==> config.mk <==
export PLATFORM = sky130hd
export DESIGN_NAME = substring_first_match_top
export DESIGN_NICKNAME = d
export VERILOG_FILES = /design/src/sv/sfm_pkg.sv /design/src/sv/sfm_front.sv /design/src/sv/sfm_back.sv /design/src/sv/substring_first_match_top.sv
export SDC_FILE = /design/constraint.sdc
export NUM_CORES = 1
export LEC_CHECK = 0
export BUFFER_PORTS_ARGS = -buffer_cell sky130_fd_sc_hd__buf_2
export CAP_MARGIN = 20
export CORE_MARGIN = 2
export CORE_UTILIZATION = 45
export DETAILED_ROUTE_END_ITERATION = 12
export GPL_ROUTABILITY_DRIVEN = 0
export PLACE_DENSITY = 0.61
export SLEW_MARGIN = 20
export SYNTH_ARGS = -nofsm -noshare
export SYNTH_HDL_FRONTEND = slang
export SYNTH_SLANG_ARGS = --single-unit
==> constraint.sdc <==
create_clock -name clk -period 4.6 [get_ports clk]
set_input_delay 0.92 -clock clk [delete_from_list [all_inputs] [get_ports clk]]
set_output_delay 0.92 -clock clk [all_outputs]
set_load 0.01 [all_outputs]
==> src/sv/sfm_pkg.sv <==
// Shared types for the substring first-match block: item opcodes,
// the queued item and the result record. No dependencies.
package sfm_pkg;

	typedef enum logic [1:0] {
		OP_CLEAR  = 2'd0,
		OP_APPEND = 2'd1,
		OP_TEXT   = 2'd2,
		OP_END    = 2'd3
	} op_t;

	typedef struct packed {
		op_t        op;
		logic [7:0] data;
	} item_t;

	typedef struct packed {
		logic        found;
		logic [31:0] match_index;
		logic        truncated;
	} result_t;

	localparam logic [31:0] POS_MAX = 32'hFFFF_FFFF;
	localparam int unsigned QUEUE_DEPTH = 2;

endpackage

==> src/sv/sfm_front.sv <==
// Front side of the substring first-match block: accepts items, decodes
// the opcode and holds them in a two-entry queue for the back side.
// Depends on sfm_pkg.
module sfm_front (
	input  logic          clk,
	input  logic          arst_n,
	input  logic          push,
	input  logic [1:0]    opcode,
	input  logic [7:0]    data_byte,
	output logic          full,
	output logic          item_valid,
	output sfm_pkg::item_t item,
	input  logic          item_take
);
	import sfm_pkg::*;

	item_t      mem_q [QUEUE_DEPTH];
	logic       wr_ptr_q;
	logic       rd_ptr_q;
	logic [1:0] cnt_q;
	logic       do_wr;
	logic       do_rd;
	item_t      in_item;

	assign full       = (cnt_q == 2'(QUEUE_DEPTH));
	assign item_valid = (cnt_q != 2'd0);
	assign item       = mem_q[rd_ptr_q];
	assign do_wr      = push && !full;
	assign do_rd      = item_take && item_valid;

	always_comb begin
		in_item.op   = op_t'(opcode);
		in_item.data = data_byte;
	end

	always_ff @(posedge clk) begin
		if (do_wr) begin
			mem_q[wr_ptr_q] <= in_item;
		end
	end

	always_ff @(posedge clk or negedge arst_n) begin
		if (!arst_n) begin
			wr_ptr_q <= 1'b0;
			rd_ptr_q <= 1'b0;
			cnt_q    <= 2'd0;
		end else begin
			if (do_wr) begin
				wr_ptr_q <= ~wr_ptr_q;
			end
			if (do_rd) begin
				rd_ptr_q <= ~rd_ptr_q;
			end
			if (do_wr && !do_rd) begin
				cnt_q <= cnt_q + 2'd1;
			end else if (do_rd && !do_wr) begin
				cnt_q <= cnt_q - 2'd1;
			end
		end
	end

endmodule

==> src/sv/sfm_back.sv <==
// Back side of the substring first-match block: pattern registers, the row
// of comparison cells, position and match latch, and the result queue.
// Depends on sfm_pkg.
module sfm_back #(
	parameter int unsigned MAX_PATTERN = 32
) (
	input  logic           clk,
	input  logic           arst_n,
	input  logic           item_valid,
	input  sfm_pkg::item_t item,
	output logic           item_take,
	output logic           empty,
	input  logic           pop,
	output sfm_pkg::result_t result
);
	import sfm_pkg::*;

	localparam int unsigned LENW = $clog2(MAX_PATTERN + 1);
	localparam int unsigned IDXW = (MAX_PATTERN > 1) ? $clog2(MAX_PATTERN) : 1;

	logic [7:0]             store_q [MAX_PATTERN];
	logic [LENW-1:0]        len_q;
	logic [MAX_PATTERN-1:0] part_q;
	logic [MAX_PATTERN-1:0] part_next;
	logic [MAX_PATTERN-1:0] last_mask;
	logic [31:0]            pos_q;
	logic [31:0]            first_q;
	logic                   seen_q;
	logic                   ovf_q;
	logic                   hit;
	logic                   len_zero;
	logic                   len_full;

	result_t    rq_q [QUEUE_DEPTH];
	logic       rq_wr_q;
	logic       rq_rd_q;
	logic [1:0] rq_cnt_q;
	logic       rq_full;
	logic       rq_push;
	logic       rq_pop;
	result_t    res_new;

	assign rq_full   = (rq_cnt_q == 2'(QUEUE_DEPTH));
	assign item_take = item_valid && (item.op != OP_END || !rq_full);
	assign len_zero  = (len_q == '0);
	assign len_full  = (len_q == LENW'(MAX_PATTERN));

	// each cell extends the match of its left neighbor by one byte
	always_comb begin
		for (int c = 0; c < MAX_PATTERN; c++) begin
			part_next[c] = ((c == 0) ? 1'b1 : part_q[(c == 0) ? 0 : c - 1])
				&& (store_q[c] == item.data) && (LENW'(c) < len_q);
			last_mask[c] = (LENW'(c + 1) == len_q);
		end
	end

	assign hit = |(part_next & last_mask);

	always_comb begin
		res_new.found       = len_zero ? 1'b1 : seen_q;
		res_new.match_index = (len_zero || !seen_q) ? 32'd0 : first_q;
		res_new.truncated   = ovf_q;
	end

	assign rq_push = item_take && item.op == OP_END;
	assign rq_pop  = pop && !empty;
	assign empty   = (rq_cnt_q == 2'd0);
	assign result  = rq_q[rq_rd_q];

	always_ff @(posedge clk) begin
		if (item_take && item.op == OP_APPEND && !len_full) begin
			store_q[len_q[IDXW-1:0]] <= item.data;
		end
		if (rq_push) begin
			rq_q[rq_wr_q] <= res_new;
		end
	end

	always_ff @(posedge clk or negedge arst_n) begin
		if (!arst_n) begin
			len_q   <= '0;
			part_q  <= '0;
			pos_q   <= 32'd0;
			first_q <= 32'd0;
			seen_q  <= 1'b0;
			ovf_q   <= 1'b0;
		end else if (item_take) begin
			unique case (item.op)
				OP_CLEAR: begin
					len_q   <= '0;
					ovf_q   <= 1'b0;
					part_q  <= '0;
					pos_q   <= 32'd0;
					first_q <= 32'd0;
					seen_q  <= 1'b0;
				end
				OP_APPEND: begin
					if (len_full) begin
						ovf_q <= 1'b1;
					end else begin
						len_q <= len_q + LENW'(1);
					end
					part_q  <= '0;
					pos_q   <= 32'd0;
					first_q <= 32'd0;
					seen_q  <= 1'b0;
				end
				OP_TEXT: begin
					if (pos_q != POS_MAX) begin
						pos_q <= pos_q + 32'd1;
					end
					// hold the cells once the first match is latched
					if (!seen_q && !len_zero) begin
						part_q <= part_next;
						if (hit) begin
							seen_q  <= 1'b1;
							first_q <= pos_q - 32'(len_q) + 32'd1;
						end
					end
				end
				OP_END: begin
					part_q  <= '0;
					pos_q   <= 32'd0;
					first_q <= 32'd0;
					seen_q  <= 1'b0;
				end
				default: begin
				end
			endcase
		end
	end

	always_ff @(posedge clk or negedge arst_n) begin
		if (!arst_n) begin
			rq_wr_q  <= 1'b0;
			rq_rd_q  <= 1'b0;
			rq_cnt_q <= 2'd0;
		end else begin
			if (rq_push) begin
				rq_wr_q <= ~rq_wr_q;
			end
			if (rq_pop) begin
				rq_rd_q <= ~rq_rd_q;
			end
			if (rq_push && !rq_pop) begin
				rq_cnt_q <= rq_cnt_q + 2'd1;
			end else if (rq_pop && !rq_push) begin
				rq_cnt_q <= rq_cnt_q - 2'd1;
			end
		end
	end

endmodule

==> src/sv/substring_first_match_top.sv <==
// Substring first-match search: a pattern of up to MAX_PATTERN bytes is
// appended item by item, then text bytes stream in and a row of compare cells
// tracks every partial match at once; an end-of-text item yields one result
// (found, start index of the first occurrence, pattern truncated). The block
// takes one item per clock cycle unless a full queue stalls it: every item,
// text bytes included, is handled by the cell row as it is taken, and a
// two-entry queue on each side absorbs stalls. A result is registered in the
// result queue and shows on the result ports when nothing waits ahead of it.
// Depends on sfm_pkg, sfm_front and sfm_back.
module substring_first_match_top #(
	parameter int unsigned MAX_PATTERN = 32
) (
	input  logic        clk,
	input  logic        arst_n,
	input  logic        push,
	output logic        full,
	input  logic [1:0]  opcode,
	input  logic [7:0]  data_byte,
	output logic        empty,
	input  logic        pop,
	output logic        found,
	output logic [31:0] match_index,
	output logic        pattern_truncated
);
	import sfm_pkg::*;

	item_t   item;
	logic    item_valid;
	logic    item_take;
	result_t result;

	sfm_front u_front (
		.clk        (clk),
		.arst_n     (arst_n),
		.push       (push),
		.opcode     (opcode),
		.data_byte  (data_byte),
		.full       (full),
		.item_valid (item_valid),
		.item       (item),
		.item_take  (item_take)
	);

	sfm_back #(
		.MAX_PATTERN (MAX_PATTERN)
	) u_back (
		.clk        (clk),
		.arst_n     (arst_n),
		.item_valid (item_valid),
		.item       (item),
		.item_take  (item_take),
		.empty      (empty),
		.pop        (pop),
		.result     (result)
	);

	assign found             = result.found;
	assign match_index       = result.match_index;
	assign pattern_truncated = result.truncated;

endmodule

==> Yosys cells after proc, flatten, opt, wreduce, memory -nomap -nowiden <==
Memory sizes are Yosys's and may differ from the RTL's.
Cells that the tools add are included.
W data, S select, Z words.
{ "classes": {"addsub": 8, "mux": 26, "bitwise": 5, "n_reduce_logical": 101, "magnitude_cmp": 32, "eq_ne": 77} }
{ "op_table": {"columns": ["operator", "n"], "rows": [
  ["$eq A8 B8 Y1", 32],
  ["$mux W32", 4],
  ["$pmux W32 S2", 2],
  ["$eq A5 B6 Y1 const A", 16],
  ["$lt A5 B6 Y1 const A", 16],
  ["$logic_and A1 B1 Y1", 75],
  ["$add A32 B1 Y32 const B", 2],
  ["$pmux W31 S2", 1],
  ["$eq A4 B6 Y1 const A", 8],
  ["$lt A4 B6 Y1 const A", 8],
  ["$and A32 B32 Y32", 1],
  ["$ne A32 B32 Y1 const B", 1],
  ["$reduce_or A32 Y1", 1],
  ["$sub A32 B6 Y32", 1],
  ["$mux W31", 1],
  ["$eq A3 B6 Y1 const A", 4],
  ["$lt A3 B6 Y1 const A", 4],
  ["$eq A2 B6 Y1 const A", 2],
  ["$lt A1 B6 Y1 const A", 2],
  ["$lt A2 B6 Y1 const A", 2],
  ["$pmux W6 S2", 1],
  ["$logic_not A1 Y1", 10],
  ["$mux W1", 10],
  ["$reduce_and A3 Y1", 3],
  ["other kinds (20)", 42]
]} }
{ "word_totals": {"regBits": 111, "ramBits": 344, "in_bits": 14, "elab_cells": 264, "n_memories": 3} }
{ "memory_table": {"columns": ["name", "words", "word_bits", "rd", "rd_clocked_by_memory_dff", "wr", "line_no", "source"], "rows": [
  ["u_back.store_q", 32, 8, 32, 0, 1, "sfm_back.sv:21", "logic [7:0] store_q [MAX_PATTERN];"],
  ["u_back.rq_q", 2, 34, 1, 0, 1, "sfm_back.sv:34", "result_t rq_q [QUEUE_DEPTH];"],
  ["u_front.mem_q", 2, 10, 1, 0, 1, "sfm_front.sv:17", "item_t mem_q [QUEUE_DEPTH];"]
]} }

==> Logic depth before layout (Yosys ltp) <==
Gate-level depths: netlist of the first run.
{ "depth": {"ltp_word": 9, "ltp_mapped": 14, "depth_no_buf": 14} }

==> Modules after synthesis <==
From an unflattened synthesis of the first run, not the netlist that was laid out.
{ "unflattened": {"cells_unflattened": 1751, "area_unflattened_um2": 22122.5} }
{ "by_module_without_submodules": {"columns": ["module", "instances", "seq_area_each_um2", "cells_per_inst", "area_each_um2"], "rows": [
  ["sfm_back", 1, 12406.9, 1701, 21194.1],
  ["sfm_front", 1, 700.7, 50, 928.4]
]} }

==> Least setup slack after synthesis of the first run <==
No wires, ideal clock.
{ "synth_timing": {"path_type": "register to register", "start": "register u_front.rd_ptr_q", "end": "memory u_back.rq_q[0][0] in the netlist's numbering (enable)", "path_slack_ns": 0.436, "stages_incl_launch_ff": 8, "path_buffers": 2, "setup_time_ns": 0.468, "arrival_ns": 3.697, "path_cell_list": "dfrtp_1 -> buf_6 -> buf_12 -> and3b_1 -> a31oi_1 -> o32a_1 -> inv_1 -> nor3_1"} }
{ "synth_between": {"elab_chain_cells": 7} }
{ "synth_lines": {"columns": ["element", "line_no", "source"], "rows": [
  ["start: declaration", "sfm_front.sv:19", "logic rd_ptr_q;"],
  ["start signal: assignment", "sfm_front.sv:52", "rd_ptr_q <= ~rd_ptr_q;"],
  ["$mem_v2 Z2 W10 (*)", null, null],
  ["$ne A2 B2 Y1", "sfm_back.sv:44", "assign item_take = item_valid && (item.op != OP_END || !rq_full);"],
  ["$logic_or A1 B1 Y1", "sfm_back.sv:44", null],
  ["$logic_and A1 B1 Y1", "sfm_back.sv:44", null],
  ["$logic_and A1 B1 Y1 (*)", "sfm_back.sv:65", "assign rq_push = item_take && item.op == OP_END;"],
  ["$mux W1 (*)", "sfm_back.sv:74", "if (rq_push) begin"],
  ["$mux W1 (implied by the code) (*)", "sfm_back.sv:75", "rq_q[rq_wr_q] <= res_new;"],
  ["end: declaration", "sfm_back.sv:34", null]
]} }
Mark *: on every way between the ends. The rest lies on a longest branch, timed or not.

==> Worst setup path in the final report of the first run <==
{ "layout_timing": {"start": "register u_front.rd_ptr_q", "end": "register u_back.first_q[31]"} }
{ "layout_between": {"elab_chain_cells": 8} }
{ "layout_lines": {"columns": ["element", "line_no", "source"], "rows": [
  ["$mem_v2 Z2 W10 (*)", null, null],
  ["$eq A8 B8 Y1", "sfm_back.sv:52", "&& (store_q[c] == item.data) && (LENW'(c) < len_q);"],
  ["$logic_and A1 B1 Y1 (2 in series)", "sfm_back.sv:52", null],
  ["$and A32 B32 Y32", "sfm_back.sv:57", "assign hit = |(part_next & last_mask);"],
  ["$reduce_or A32 Y1", "sfm_back.sv:57", null],
  ["$ne A2 B1 Y1 (no source line)", null, null],
  ["$reduce_and A3 Y1 (no source line)", null, null],
  ["end signal: assignment", "sfm_back.sv:117", "first_q <= pos_q - 32'(len_q) + 32'd1;"],
  ["end: declaration", "sfm_back.sv:27", "logic [31:0] first_q;"]
]} }
Marks and branches as above.
A chain may end at the register's enable or synchronous reset.

==> results.md, run 1 <==
* Status: complete, no violations
* Synth area leader: edfxtp_1
* Post-Syn Instances at 1733
* Post-synth top flop: edfxtp_1
* Global route overflow at 0
* Vias post-DR at 13800
* GRT Overall Usage at 0.207
* Complex-gate fraction of the synthesized area at 0.0630
* Iteration count of the initial detailed-routing pass at 5
* Post-synth EDFFs at 344
* CP Data Arrival Time at 4550 ps
* Initial antenna violation count at 4
* Post CTS Setup Buffer Count at 0
* Share of cells above drive strength 1 at 0.142
* Clock sink count at 455
* RSZ-0062 raised after global routing: false
* Synth async-reset ratio at 0.244
* CP endpoint kind: register
* Worst skew pair latency at 600 ps
* 1st-iter DRT viols at about 1200
* Main combinational cell family by area after synthesis: XOR/XNOR gates
* Resize count post-CTS at 0
* CP Max Fanout at 33
* Average size of a mapped cell at 12.8 um^2
* CP most frequent cell: buf_12
* Worst Hold Class: register to register
* CTS HTree Levels at 2
* Synth Area in XOR/XNOR at 0.121
* Slew Limit Fails at 0
* CTS clk-pin slew, worst paths at 60 ps
* CTS tree: yes
* Synth Area in Adders at 0.0392
* DRC at 0
* Mapped Nets at 1816
* Vias in the first global route at ~14000
* Most common cell after layout, fill and taps aside: edfxtp_1
* Synth cell types at 71
* Critical Path Source Type: register
* Maximum VDD drop at approximately 0.00034 V
* Fmax at 245 MHz
* Initial core utilization at 0.455
* Area delta synth->final at 12.0%
* Slew @ Worst Pin at between 900 and 1000 ps
* Die span in x at 226 um
* Most frequent cells in the layout: edfxtp_1, xnor2_1, nor2_1
* # rows at between 80 and 90
* Layout Skew at 32.8 ps
* DIE HEIGHT at approximately 230 um
* Clock tree buffer depth at 3
* Wire per inst at 20.8 um
* CP required at 5070 ps
* Hold-fix buffers, CTS at 0
* Crit path largest cell delay at 740 ps
* Top-area cell type share of the netlist area at 0.465
* Final Hold Vio Count at 0
* Final setup fails at 0
* CP Class: register to register
* Fin worst setup slack at between 500 and 600 ps
* Ys Warns at 0
* Antenna Nets Post-Route at 0
* Setup TNS at 0 ps
* Post-Place Cells at 2432
* Period utilization at 0.888
* Worst hold slack at 468 ps
* Largest net degree at the start of global routing at 67
* Flops & latches, synth at 455
* Worst slack, placed at 512 ps
* Max Cap Viol at 0
* Num ports at 50
* Final min period at 4080 ps
* Total chip power at 14200 uW
* Synth area leaders: edfxtp_1, dfrtp_1, xnor2_1
* CP Cell Sequence: mux2i_4, buf_12, xnor2_1, a2111oi_0, nand4_1, o2111ai_1, a31oi_1, and4_4, a21oi_4, buf_12, mux2_2
* Number of port buffers at 49
* Final Non-Filler Cells at 2523
* Leakage at 0.00911 uW
* Vias/cell at around 5.5
* Root Driver: clkbuf_16
* Die area at 0.0512 mm^2
* Power Density at 572 mW/mm^2
* Total wire length at 52.4 mm
* Post-synthesis simple-gate area fraction at 0.106
* Core area at 0.0488 mm^2
* Crit-path slowest cell: mux2i_4
* First-pass GRT wire length at 80.5 mm
* Nets at 1901
* Mux cell area share after synthesis at 0.0465
* Hpwl dp at between 30 and 40 mm
* CTS Buf Count at 48
* Rel. slew slack at 0.333
* Seq/Total Area, Yosys at 0.590
* Mapped cell area at 0.0222 mm^2
## layer usage
metal	share of wire	global-route usage
met1	0.45	0.283
met2	0.46	0.333
met3	0.060	0.0432
met4	0.023	0.0613
met5	0.00019	0
## cell families after synthesis
kind of cell / count (synthesis)
AND/OR/NAND/NOR: 467
AO/OA/AOI/OAI: 218
XOR/XNOR: 307
adder cells (fa/ha/maj): 69
flip-flops: 455
multiplexers: 77
buffers and inverters: 140
## critical path, delay by kind of cell (launching register included)
| family | cells | cell delay (ps) |
|---|---|---|
| AOI/OAI and AO/OA | 4 | 1130 |
| and+or+nand+nor | 2 | 520 |
| buffers and inverters | 2 | 510 |
| DFF | 1 | 580 |
| xor gates and xnor gates | 1 | 80 |
| muxes | 2 | 1110 |
## per-stage QoR
step           area [um^2]   util
6_report             24900  0.509
5_1_grt              24900  0.509
4_1_cts              24900  0.509
3_5_place_dp         23400  0.478
3_3_place_gp         23400  0.478
2_1_floorplan        22200      -
## cell type report
cell class | count | area (um^2)
Antenna cell | 2 | 5.00
Tap cell | 664 | 831
Sequential cell | 455 | 13100
Inverter | 67 | 251
Clock inverter | 25 | 214
Multi-Input combinational cell | 1138 | 8380
Fill cell | 4201 | 24000
Timing Repair Buffer | 108 | 803
Clock buffer | 64 | 1290
## cell usage after synthesis, types with 41 or more instances
cell	n
a21oi_1	45
dfrtp_1	111
edfxtp_1	344
ha_1	68
inv_1	65
nand2_1	91
nand3_1	41
nand4_1	48
nor2_1	116
o21ai_0	61
xnor2_1	225
xor2_1	82
## final timing paths
kind | start | to | slack (ps) | cells past startpoint
setup reg to reg | u_front.rd_ptr_q | u_back.first_q[31] | 520 | 11
max in group asynchronous | arst_n | u_back.pos_q[16] | 3100 | 2
hold / removal | u_back.part_q[16] | u_back.part_q[16] | 470 | 2
hold reg to reg | u_back.part_q[16] | u_back.part_q[16] | 470 | 2
setup / recovery | u_front.rd_ptr_q | u_back.first_q[31] | 520 | 11
min in group asynchronous | arst_n | u_back.first_q[24] | 480 | 1
## sequential cells by signal, summed over array words and instances (netlist names)
| register | flops |
|---|---|
| u_back.part_q | 31 |
| u_front.mem_q | 20 |
| u_back.len_q | 6 |
| u_back.pos_q | 32 |
| u_back.rq_rd_q | 1 |
| u_back.store_q | 256 |
| u_back.ovf_q | 1 |
| u_back.rq_q | 68 |
| u_front.cnt_q | 2 |
| u_front.wr_ptr_q | 1 |
| u_back.rq_cnt_q | 2 |
| u_front.rd_ptr_q | 1 |
| u_back.first_q | 32 |
| u_back.seen_q | 1 |
| u_back.rq_wr_q | 1 |
## power by group
group | total, uW | switching [uW] | leakage (uW) | internal (uW)
sequential | 5390 | 202 | 0.00464 | 5180
combinational | 5140 | 3220 | 0.00374 | 1920
clock | 3710 | 1610 | 0.000729 | 2100
No activity file was read; power rests on OpenSTA's default activity.
==> inputs of run 2 (changes only) <==
Settings changed: SYNTH_HIERARCHICAL set to 1.
==> run 2 against run 1 <==
Total power increased by 1.2%; core utilization grew 0.22 points; routed wire length is 4.3% lower; design area rose by 0.23%; combinational power fell by 7.2%; global-route usage fell by 0.81 points; sequential share of layout area decreased by 0.12 points; critical path depth fell by 1; critical endpoint is now u_back/first_q[19]; largest power group unchanged.
==> results.md, run 2 <==
* Status: complete, no violations
* First-pass GRT wire length at slightly below 80 mm
* Slew Limit Fails at 0
* Max Cap Viol at 0
* Root Driver: clkbuf_16
* Rel. slew slack at 0.343
* Seq/Total Area, Yosys at 0.593
* Area delta synth->final at 12.7%
* # diodes at 0
* Number of port buffers at between 40 and 50
* Ys Warns at 6
* Antenna Nets Post-Route at 0
* Multi-input gate area at 0.00837 mm^2
* # rows at around 80
* Clock sink count at 455
* Gate power share at 0.331
* Synth area leaders: edfxtp_1, dfrtp_1, xnor2_1
* Slew @ Worst Pin at 972 ps
* Core area at 0.0487 mm^2
* Resize count post-CTS at 0
* CP required at 5050 ps
* RSZ-0062 raised after global routing: false
* Synth async-reset ratio at 0.244
* DIE HEIGHT at around 230 um
* Post-Place Cells at 2435
* Sequential Power Share at 0.377
* Critical Path Source Type: register
* Post-Syn Instances at 1751
* Largest net degree at the start of global routing at 60
* Post-synth top cells: edfxtp_1, xnor2_1, dfrtp_1, nand2_1, nor2_1
* Flops & latches, synth at about 460
* CP Cell Sequence: mux2_4, buf_4, xnor2_1, o211ai_1, or4_1, o211ai_1, nor4_2, a31oi_4, buf_12, mux2_1
* Vias in the first global route at 13700
* Largest register FFs at 256
* Vias post-DR at ~14000
* Period utilization at 0.840
* Maximum VDD drop at 0.000417 V
* Final Non-Filler Cells at 2526
* Net switching power at 4850 uW
* Worst r2r src: u_front/rd_ptr_q
* R2R Path End: u_back/first_q[19]
* Fill count at between 4000 and 5000
* Final Hold Vio Count at 0
* Register area at 0.0131 mm^2
* Mapped cell area at approximately 0.022 mm^2
* Synth cell types at 71
* Worst skew pair latency at approximately 590 ps
* Internal at approximately 9600 uW
* Most common cell after layout, fill and taps aside: edfxtp_1
* Initial core utilization at 0.454
* Most frequent cells in the layout: edfxtp_1, xnor2_1, dfrtp_1
* Worst hold slack at 418 ps
* Setup TNS at 0 ps
* Clock tree buffer depth at 3
* CTS clk-pin slew, worst paths at roughly 60 ps
* 1st-iter DRT viols at slightly above 1000
* Worst Hold Class: input pin to asynchronous set/reset pin
* Final setup fails at 0
* Crit-path slowest cell: or4_1
* CP Class: register to register
* Fmax at 259 MHz
* Layout Skew at between 30 and 40 ps
* Vias/cell at between 5 and 6
* Total wire length at 50.1 mm
* Synth area leader: edfxtp_1
* Hpwl dp at 32.7 mm
* Iteration count of the initial detailed-routing pass at 5
* Post-synth top flop: edfxtp_1
* CTS tree: yes
* CP most frequent cell: o211ai_1
* Hold-fix buffers, CTS at 0
* Post CTS Setup Buffer Count at 0
* Nets at 1905
* Die area at 0.0509 mm^2
* Num ports at 50
* Die span in x at 226 um
* Area after detailed placement at ~0.023 mm^2
* CTS HTree Levels at 2
* Crit path largest cell delay at roughly 700 ps
* Crit path from: u_front/rd_ptr_q
* Final Instance Area at 0.0249 mm^2
* Wire per inst at 19.8 um
* Leakage at approximately 0.0093 uW
* CP Max Fanout at 33
* Switching part of the total at 0.337
* R2R depth at 10
* Average size of a mapped cell at about 13 um^2
* Global route overflow at 0
* Post-synth EDFFs at roughly 340
* Power Density at 578 mW/mm^2
* DRC at 0
* Top-count cell post-synth: edfxtp_1
* CP endpoint kind: register
* Top-area cell type share of the netlist area at 0.467
* GRT Overall Usage at 0.199
* Reg2reg setup slack at about 730 ps
* Mapped Nets at 1834
* Final min period at 3870 ps
* Initial antenna violation count at 1
* CP Data Arrival Time at about 4300 ps
* CTS Buf Count at 49
* Share of cells above drive strength 1 at 0.130
* Clock power frac at 0.292
-- run 2: changes by cell type after synthesis, moves of 16 or more --
cell / delta
and2_1: -28
and3_1: +32
nand2_1: +16
mux2_1: +31
mux2_4: -23
buf_4: +19
-- run 2: how the worst max path moves through the flow --
stage,to,slack (ps),cells past startpoint
floorplan,u_back/rq_q[0][0],590,6
global placement,u_back/seen_q,730,10
detailed placement,u_back/first_q[28],720,10
CTS,u_back/first_q[28],700,10
global route,u_back/first_q[19],500,12
finish,u_back/first_q[19],730,10
-- run 2: power by group through the flow --
stage               clock network, uW  logic (uW)  registers [uW]
floorplan                           0        3420            5400
global placement                    0        4740            5500
detailed placement                  0        4780            5520
CTS                              4300        4800            5440
global route                     4450        5200            5480
finish                           4210        4770            5430
-- run 2: layout make-up --
class | instances | area share
sequential | 455 | 0.526
multi-input combinational | 1153 | 0.335
clock buffer | 67 | 0.0535
tap | 664 | 0.0333
timing repair buffer | 106 | 0.0281
clock inverter | 24 | 0.0154
inverter | 57 | 0.00858
-- run 2: cells by family after synthesis --
group	synth area share
flops	0.593
simple gates	0.113
buf+inv	0.0312
fa+ha+maj	0.0394
compound gates	0.0619
mux	0.0397
xor+xnor	0.123
-- run 2: metal layers --
metal	vias to the layer above	track usage	wire, um
met4	2	0.0981	2200
met2	373	0.324	23800
met5	-	0	11
met1	6827	0.257	21600
li1	6467	-	-
met3	123	0.0341	2460
-- run 2: critical path: cells and delay by family (launching register included) --
family,cells,cell delay (ps)
flops,1,520
mux,2,950
compound gates,3,570
xor+xnor,1,180
simple gates,2,800
buf+inv,2,640
-- run 2: stage by stage --
stage	setup WS [ps]	utilization	power, uW
after global routing	498	0.512	15100
after CTS	699	0.512	14500
final	734	0.512	14400
after detailed placement	724	0.476	10300
after floorplan	588	-	8830
after global placement	726	0.476	10200
==> inputs of run 3 (changes only) <==
Clock period 4.6 ns to 3.95 ns, I/O delays scaled along.
==> run 3 against run 2 <==
Non-clock buffer count is 23 higher; critical endpoint is now u_back/first_q[31]; highest routed layer is now met4; cell count is 0.99% higher; sequential share of layout area is 0.060 points lower; sequential power is 16% higher; clock skew is 12 ps lower; combinational power is 19% higher; worst hold slack worse by 110 ps; first-iteration DRC count is 3.5% lower; die area stayed put; critical path type unchanged; design area is 0.12% higher; count of clock-buffer cells in the layout is 3 higher.
==> results.md, run 3 (synthesized netlist as in run 2, its figures left out) <==
* Final setup fails at 0
* Crit path largest cell delay at 520 ps
* Vias in the first global route at 13900
* Nets at 1929
* 1st-iter DRT viols at around 1000
* Period utilization at 0.953
* Clock tree buffer depth at 3
* Initial antenna violation count at 0
* RSZ-0062 raised after global routing: false
* Final Non-Filler Cells at 2551
* Worst slack, placed at 133 ps
* Wire per inst at 19.8 um
* Leakage at 0.00937 uW
* Power Density at ~660 mW/mm^2
* Worst Hold Class: input pin to asynchronous set/reset pin
* Post-Place Cells at 2458
* CP Max Fanout at 8
* Largest register FFs at 256
* Fin worst setup slack at 186 ps
* R2R depth at 13
* CP Data Arrival Time at about 4300 ps
* DIE HEIGHT at 226 um
* Most common cell after layout, fill and taps aside: edfxtp_1
* Iteration count of the initial detailed-routing pass at 5
* CTS clk-pin slew, worst paths at 60 ps
* Setup TNS at 0 ps
* CTS Buf Count at 49
* Status: complete, no violations
* Die span in x at around 230 um
* Worst skew pair latency at 600 ps
* Final Hold Vio Count at 0
* Total chip power at 16400 uW
* Rel. slew slack at 0.417
* GRT Overall Usage at 0.201
* Post CTS Setup Buffer Count at 0
* CP most frequent cell: ha_1
* Slew @ Worst Pin at 872 ps
* Largest net degree at the start of global routing at just over 60
* Num ports at 50
* Hold-fix buffers, CTS at 0
* Total wire length at 50.5 mm
* CP endpoint kind: register
* Layout Skew at 18.6 ps
* Max Cap Viol at 0
* # rows at 81
* Worst path top cell family by delay: compound AO/OA/AOI/OAI gates
* Critical Path Source Type: register
* Most frequent cells in the layout: edfxtp_1, xnor2_1, dfrtp_1
* CP Class: register to register
* Antenna Nets Post-Route at 0
* # diodes at 0
* Slew Limit Fails at 0
* DRC at 0
* Hpwl dp at 33.3 mm
* Maximum VDD drop at 0.000442 V
* First-pass GRT wire length at 79.3 mm
* CTS tree: yes
* Fmax at 266 MHz
* Share of cells above drive strength 1 at 0.142
* CP required at 4460 ps
* Critical Path Stages at 13
* Number of port buffers at about 50
* Die area at slightly above 0.05 mm^2
* Clock sink count at 455
* WP buf/inv at 2
* Global route overflow at 0
* Area delta synth->final at 12.9%
* CTS HTree Levels at 2
* Final min period at 3760 ps
* Vias/cell at 5.44
* Vias post-DR at ~14000
* Crit-path slowest cell: dfrtp_1
* Initial core utilization at 0.454
* Resize count post-CTS at 0
* Fill count at 4207
* CP Cell Sequence: inv_1, ha_1, ha_1, fa_1, a211oi_1, o21ai_0, a211oi_2, buf_4, o2111a_1, o31ai_1, a21o_1, xnor2_1, o2bb2ai_1
* Root Driver: clkbuf_16
* Core area at roughly 0.049 mm^2
## run 3: cell count changes in the layout (fill, tap and decap cells not counted), moves of 2 or more
cell / change
clkinv_4: +2
bufinv_16: -9
clkinv_2: +5
clkinv_1: +2
clkinvlp_4: -4
buf_4: +23
inv_6: +2
clkbuf_8: +2
## run 3: worst paths after layout
| check | from | to | slack, ps |
|---|---|---|---|
| max | u_back/len_q[0] | u_back/first_q[31] | 190 |
| min | arst_n | u_back/first_q[7] | 310 |
| max reg2reg | u_back/len_q[0] | u_back/first_q[31] | 190 |
| min reg2reg | u_back/first_q[25] | u_back/first_q[25] | 480 |
| max in group asynchronous | arst_n | u_back/part_q[2] | 2830 |
| min in group clk | data_byte[6] | u_front/mem_q[1][6] | 390 |
## run 3: per-layer routing
| metal | part of all wire | wire (um) | vias up | track usage |
|---|---|---|---|---|
| li1 | - | - | 6545 | - |
| met1 | 0.43 | 21900 | 6839 | 0.263 |
| met2 | 0.48 | 24300 | 376 | 0.335 |
| met3 | 0.049 | 2500 | 112 | 0.0288 |
| met4 | 0.035 | 1790 | 0 | 0.0861 |
| met5 | 0 | 0 | - | 0 |
## run 3: stage by stage
step,hold slack [ps],area (um^2),utilization
floorplan,441,22100,-
global placement,462,23400,0.480
detailed placement,469,23400,0.480
CTS,321,24900,0.512
global route,368,25000,0.512
finish,312,25000,0.512
## run 3: report_power, final
group          switching (uW)  internal, uW  total (uW)
logic                    3570          2120        5700
registers                 240          6050        6290
clock network            1870          2520        4390
## run 3: worst reg2reg max path, delay by kind of cell (launching register included)
kind | cells | cell delay, ps
compound gates | 7 | 1660
buf+inv | 2 | 350
fa+ha+maj | 3 | 890
xor+xnor | 1 | 270
flops | 1 | 520
## run 3: cell type report
type	count	area [um^2]	area share
well taps	664	831	0.0333
repair buffers	129	873	0.0350
inverters	57	214	0.00857
multi-input cells	1154	8400	0.337
clock inverters	22	151	0.00606
clock buffers	70	1390	0.0556
flip-flops and latches	455	13100	0.525
